### src/rtl/core/spq_pkg.sv
// Shared constants and word types for the sorted priority queue.
`timescale 1ns / 1ps

package spq_pkg;

    localparam int CAPACITY   = 16;
    localparam int ELEM_WIDTH = 32;
    localparam int PRIO_WIDTH = 16;
    localparam int COUNT_W    = $clog2(CAPACITY + 1);

    localparam logic MODE_ENQ = 1'b0;
    localparam logic MODE_DEQ = 1'b1;

    typedef struct packed {
        logic                  mode;
        logic [ELEM_WIDTH-1:0] elem;
        logic [PRIO_WIDTH-1:0] priority_req;
    } t_in_word;

    typedef struct packed {
        logic [ELEM_WIDTH-1:0] front_elem;
        logic [PRIO_WIDTH-1:0] front_priority;
        logic [COUNT_W-1:0]    item_count;
        logic                  is_empty;
        logic                  is_full;
        logic                  error;
    } t_out_word;

    typedef struct packed {
        logic load;
        logic exec;
    } t_dp_cmd;

endpackage

### src/rtl/core/spq_ctrl.sv
// Controller: sequences accept and execute, and marks the result word.
`timescale 1ns / 1ps

module spq_ctrl (
    input  logic             i_clk,
    input  logic             i_rst_n,
    input  logic             start,
    output logic             busy,
    output logic             o_valid,
    output spq_pkg::t_dp_cmd o_cmd
);

    localparam logic ST_IDLE = 1'b0;
    localparam logic ST_EXEC = 1'b1;

    logic r_state, n_state;
    logic r_valid;

    assign busy       = (r_state == ST_EXEC);
    assign o_cmd.load = start && !busy;
    assign o_cmd.exec = (r_state == ST_EXEC);
    assign o_valid    = r_valid;

    always_comb begin
        case (r_state)
            ST_IDLE: n_state = o_cmd.load ? ST_EXEC : ST_IDLE;
            ST_EXEC: n_state = ST_IDLE;
            default: n_state = ST_IDLE;
        endcase
    end

    always_ff @(posedge i_clk) begin
        if (!i_rst_n) begin
            r_state <= ST_IDLE;
            r_valid <= 1'b0;
        end else begin
            r_state <= n_state;
            r_valid <= (r_state == ST_EXEC);
        end
    end

endmodule

### src/rtl/core/spq_datapath.sv
// Datapath: row of sorted cells with parallel compare-and-shift, count and result word.
`timescale 1ns / 1ps

module spq_datapath (
    input  logic                i_clk,
    input  logic                i_rst_n,
    input  spq_pkg::t_dp_cmd    i_cmd,
    input  spq_pkg::t_in_word   i_word,
    output spq_pkg::t_out_word  o_word
);

    localparam int CAP = spq_pkg::CAPACITY;
    localparam int CW  = spq_pkg::COUNT_W;

    logic [spq_pkg::ELEM_WIDTH-1:0] r_elem [CAP];
    logic [spq_pkg::PRIO_WIDTH-1:0] r_prio [CAP];
    logic [spq_pkg::ELEM_WIDTH-1:0] n_elem [CAP];
    logic [spq_pkg::PRIO_WIDTH-1:0] n_prio [CAP];
    logic [CW-1:0]                  r_count, n_count;
    spq_pkg::t_in_word              r_in;
    spq_pkg::t_out_word             r_out, n_out;
    logic [CAP-1:0]                 le;
    logic                           full, empty, fault;

    assign full  = (r_count == CW'(CAP));
    assign empty = (r_count == '0);
    assign fault = (r_in.mode == spq_pkg::MODE_ENQ) ? full : empty;

    // Cells that stay ahead of the new entry: valid and priority not above it.
    always_comb begin
        for (int k = 0; k < CAP; k++) begin
            le[k] = (CW'(k) < r_count) && (r_prio[k] <= r_in.priority_req);
        end
    end

    always_comb begin
        for (int k = 0; k < CAP; k++) begin
            n_elem[k] = r_elem[k];
            n_prio[k] = r_prio[k];
        end
        n_count = r_count;
        if (!fault) begin
            if (r_in.mode == spq_pkg::MODE_ENQ) begin
                n_count = r_count + CW'(1);
                for (int k = 0; k < CAP; k++) begin
                    if (!le[k]) begin
                        if (k == 0) begin
                            n_elem[k] = r_in.elem;
                            n_prio[k] = r_in.priority_req;
                        end else if (le[k-1]) begin
                            n_elem[k] = r_in.elem;
                            n_prio[k] = r_in.priority_req;
                        end else begin
                            n_elem[k] = r_elem[k-1];
                            n_prio[k] = r_prio[k-1];
                        end
                    end
                end
            end else begin
                n_count = r_count - CW'(1);
                // advance every cell one place toward the front
                for (int k = 0; k < CAP - 1; k++) begin
                    n_elem[k] = r_elem[k+1];
                    n_prio[k] = r_prio[k+1];
                end
            end
        end
    end

    always_comb begin
        n_out.item_count = n_count;
        n_out.is_empty   = (n_count == '0);
        n_out.is_full    = (n_count == CW'(CAP));
        n_out.error      = fault;
        if (n_count == '0) begin
            n_out.front_elem     = '0;
            n_out.front_priority = '0;
        end else begin
            n_out.front_elem     = n_elem[0];
            n_out.front_priority = n_prio[0];
        end
    end

    always_ff @(posedge i_clk) begin
        if (!i_rst_n) begin
            r_count <= '0;
        end else if (i_cmd.exec) begin
            r_count <= n_count;
        end
    end

    always_ff @(posedge i_clk) begin
        if (i_cmd.load) begin
            r_in <= i_word;
        end
        if (i_cmd.exec) begin
            for (int k = 0; k < CAP; k++) begin
                r_elem[k] <= n_elem[k];
                r_prio[k] <= n_prio[k];
            end
            r_out <= n_out;
        end
    end

    assign o_word = r_out;

endmodule

### src/rtl/core/sorted_priority_queue_unit.sv
// Top level of the sorted min-priority queue: controller plus cell datapath.
// o_valid and the result word are registered at the end of the execute state and are taken at the next edge.
// A new word is not accepted while the single execute step of the cell row is in progress.
// busy is high during the execute cycle; the result is never stalled by the receiver.
// Reset (synchronous, active low) empties the queue and clears control state.
`timescale 1ns / 1ps

module sorted_priority_queue_unit (
    input  logic               i_clk,
    input  logic               i_rst_n,
    input  logic               start,
    output logic               busy,
    input  spq_pkg::t_in_word  i_word,
    output logic               o_valid,
    output spq_pkg::t_out_word o_word
);

    spq_pkg::t_dp_cmd cmd;

    spq_ctrl u_ctrl (
        .i_clk   (i_clk),
        .i_rst_n (i_rst_n),
        .start   (start),
        .busy    (busy),
        .o_valid (o_valid),
        .o_cmd   (cmd)
    );

    spq_datapath u_datapath (
        .i_clk   (i_clk),
        .i_rst_n (i_rst_n),
        .i_cmd   (cmd),
        .i_word  (i_word),
        .o_word  (o_word)
    );

endmodule

### config.mk
export PLATFORM = sky130hd
export DESIGN_NAME = sorted_priority_queue_unit
export DESIGN_NICKNAME = d
export VERILOG_FILES = /design/src/rtl/core/spq_pkg.sv /design/src/rtl/core/spq_ctrl.sv /design/src/rtl/core/spq_datapath.sv /design/src/rtl/core/sorted_priority_queue_unit.sv
export SDC_FILE = /design/constraint.sdc
export NUM_CORES = 2
export LEC_CHECK = 0
export BUFFER_PORTS_ARGS = -buffer_cell sky130_fd_sc_hd__buf_4
export CAP_MARGIN = 20
export CORE_ASPECT_RATIO = 1.5
export CORE_MARGIN = 3
export CORE_UTILIZATION = 55
export CTS_CLUSTER_DIAMETER = 40
export DETAILED_ROUTE_END_ITERATION = 7
export PLACE_DENSITY = 0.74
export SETUP_SLACK_MARGIN = 0.2
export SYNTH_ARGS = -nofsm -noshare
export SYNTH_HDL_FRONTEND = slang
export SYNTH_SLANG_ARGS = --single-unit
### constraint.sdc
create_clock -name i_clk -period 7.6 [get_ports i_clk]
set_input_delay 1.52 -clock i_clk [delete_from_list [all_inputs] [get_ports i_clk]]
set_output_delay 1.52 -clock i_clk [all_outputs]
set_load 0.05 [all_outputs]
==> out/results.ini <==
[final_layout]
area_growth_syn_to_layout_pct = 10.5
nets = 5443
fillerInstances = 7814
drive_gt1_share_pct = 12.5

[worst_setup_path]
regToRegStartpoint = u_datapath.r_in[9]
crit_arrival_ns = 6.07
startpoint_type = flop
cp-end-kind = flop
cp_num_buf_inv = 2
crit_fanout = 48
path_cells = inv_1 -> ha_1 -> nand2_1 -> nor4_1 -> nand2_4 -> o31ai_1 -> nand2b_2 -> buf_4 -> nor2_1 -> nor3_1
critPathTopFamily = simple AND/OR/NAND/NOR gates
crit_required_ns = 8.16
worstRegToRegCells = 10
cp_slowest_cell = edfxtp_1
slowest_delay_ns = 0.92
r2r_end = u_datapath.r_elem[0][125]
worstSetupPathType = flop to flop
rrSetupSlack_ns = 2.09

[grt]
first_global_vias = 45500
grt_usage_pct = 37.5
overflow = 0
grt_pass1_wl_mm = 285
grt_max_degree = 232
antenna_found_initial = 4

[logic_synthesis]
yosys.area.top_type_share_pct = 49.3
ys_async_sr_fraction_pct = 0
synthCells = 5326
yosysMostFrequentCell = edfxtp_1
yosysWarnings = 0
ys.flop_type = edfxtp_1
yosys.area.top_type = edfxtp_1
synth_common_cells = edfxtp_1 (873), nand2_1 (541), nor2_1 (483)
postSynthAreaPerCell_um2 = 9.98
synth_fp_nets = 5637
syn_area_um2 = 53200
synth_cell_types = 77
synth-edff-count = 873
ys_seq_area_share_pct = 49.6
netlist_top_cells_area = edfxtp_1 (49%), ha_1 (6.1%), mux2i_1 (4.4%)
ys_ff_latch = 880

[power_and_ir_drop]
irDropWorstVdd_mv = 0.203
leakagePower_nw = 21.0
powerDensity_nw_per_um2 = 238

[routing]
route.detailed.drc = 0
drt_wl_total_mm = 193
drt_iter0_drc = 6974
ant_nets = 0
wl_per_cell_um = 29.7
drtPass1Iterations = 7
via_per_inst = 7.19
num_vias = 46800

[timing]
timing.final.crit_period_ns = 5.51
fin_hold_ws_ns = 0.530
rsz0062_at_grt = no
post-route-period-util_pct = 72.6
max_freq_mhz = 181
final-max-slew-violation-count = 0
setup_violations = 0
worstMarginPinSlew_ns = 1.13
finalHoldViolations = 0
worst_slew_margin_rel_pct = 22.6
skew_ns = 0.0443
finalSetupTns_ns = 0

[cts]
clk_latency_ns = 0.75
htreeDepth = 3
cts_tree = yes
cts_hold_repair.buffers = 0
cts.repair.resized = 0
clockBufferDepth = 3
cts.clk_slew.worst_paths_ns = 0.06
root_buffer = clkbuf_16
cts_sinks = 880
post-cts-setup-buffers = 0
numCtsBuffers = 118

[min_path]
hold_start = u_datapath.r_elem[1][244]
hp-class = flop to flop
min_path_cells = 2
hold-path-endpoint = u_datapath.r_elem[1][212]

[floorplanning]
die_h_um = 387
start_util_pct = 55.5
dieArea_um2 = 101000
die_w_um = 260
core_um2 = 95800
placementRows = 139
ios = 110

[outcome]
outcome = completed

[placed_design]
hpwlAfterDp_mm = 116
place_congestion = 0.972
portBuffers = 109

[flow_run]
cap_viol_max_count = 0

[final cells by class]
cell class	count	area, um^2	share of cell area (%)
antenna	3	7.51	0.0128
clock buffer	137	3110	5.29
clock inverter	87	915	1.56
inverter	46	180	0.307
multi-input combinational	3867	24800	42.3
sequential	880	26400	44.8
tap	1269	1590	2.70
timing repair buffer	219	1780	3.03
[layout by cell type, fill, tap and decap left out, types with 25 or more instances in the layout]
cell       count
a21o_1        41
a21oi_1      347
a221o_1       57
a22oi_1       35
a2bb2oi_1     63
buf_4        208
clkbuf_16    122
edfxtp_1     873
ha_1         259
inv_1         44
mux2_2        40
mux2i_1      233
nand2_1      530
nand3_1       48
nand3b_1      34
nand4_1       52
nor2_1       473
nor2b_1       81
nor3_1       420
nor3b_1       66
nor4_1        25
o211ai_1      36
o21ai_0      299
o21ai_1       67
o221a_2       82
o22ai_1      210
o311a_1       48
o31ai_1       47
or2_2         41
[registers in the layout, indices dropped and copies added, names as in the netlist]
name                count
u_datapath.o_word      56
u_ctrl.busy             1
u_datapath.r_count      5
u_datapath.r_in        49
u_datapath.r_elem     512
u_ctrl.o_valid          1
u_datapath.r_prio     256
[worst max path at each step]
stage | from | end | slack [ns] | depth (start not counted)
after CTS | u_datapath.r_in[9] | u_datapath.r_elem[0][125] | 2.21 | 10
after global placement | u_datapath.r_in[9] | u_datapath.r_elem[0][126] | 2.44 | 10
after global routing | u_datapath.r_in[9] | u_datapath.r_elem[0][118] | 1.88 | 10
final | u_datapath.r_in[9] | u_datapath.r_elem[0][125] | 2.09 | 10
after detailed placement | u_datapath.r_in[9] | u_datapath.r_elem[0][122] | 2.23 | 10
after floorplan | u_ctrl.busy | u_datapath.r_elem[1][224] | 1.02 | 4
[layer usage]
layer  share of wire, %  vias up  GRT usage [%]
met5             0.0093        -              0
met4                9.2        2           29.3
met3                 11      957           7.10
li1                   -    19800              -
met1                 34    22300           45.5
met2                 45     3704           58.6
[stage by stage]
stage                     cells  instance area (um^2)  total power (W)  worst slack, ns  utilization (%)
after floorplan            5326                 53200          0.00744             1.02                -
after global placement     6277                 54700          0.00817             2.44             57.0
after detailed placement   6278                 54700          0.00824             2.23             57.1
after CTS                  6502                 58700           0.0139             2.21             61.3
after global routing       6505                 58800           0.0144             1.88             61.3
final                      6508                 58800           0.0140             2.09             61.3
[report_power, final]
part / switching (W) / internal, W / total (W)
Combinational: 0.00146 / 0.000735 / 0.00220
Clock: 0.00240 / 0.00338 / 0.00578
Sequential: 0.000287 / 0.00574 / 0.00603
[logic make-up (layout without fill, tap and decap cells)]
group,Yosys count,in the layout,share of synthesized area (%)
AOI/OAI and AO/OA,1464,1464,18.1
buffers and inverters,579,489,4.49
and+or+nand+nor,1857,1857,16.2
muxes,281,281,5.40
DFF,880,880,49.6
other,0,3,0
xor gates and xnor gates,6,6,0.0989
adders and majority gates,259,259,6.09
[worst register-to-register path, delay by kind of cell, from the launching register on]
kind | cells | cell delay, ns
adder cells (fa/ha/maj) | 1 | 0.53
AO/OA/AOI/OAI | 1 | 0.42
flip-flops | 1 | 0.92
buffers and inverters | 2 | 1.24
AND/OR/NAND/NOR | 6 | 2.22
Power figures use the tool's default switching activity.
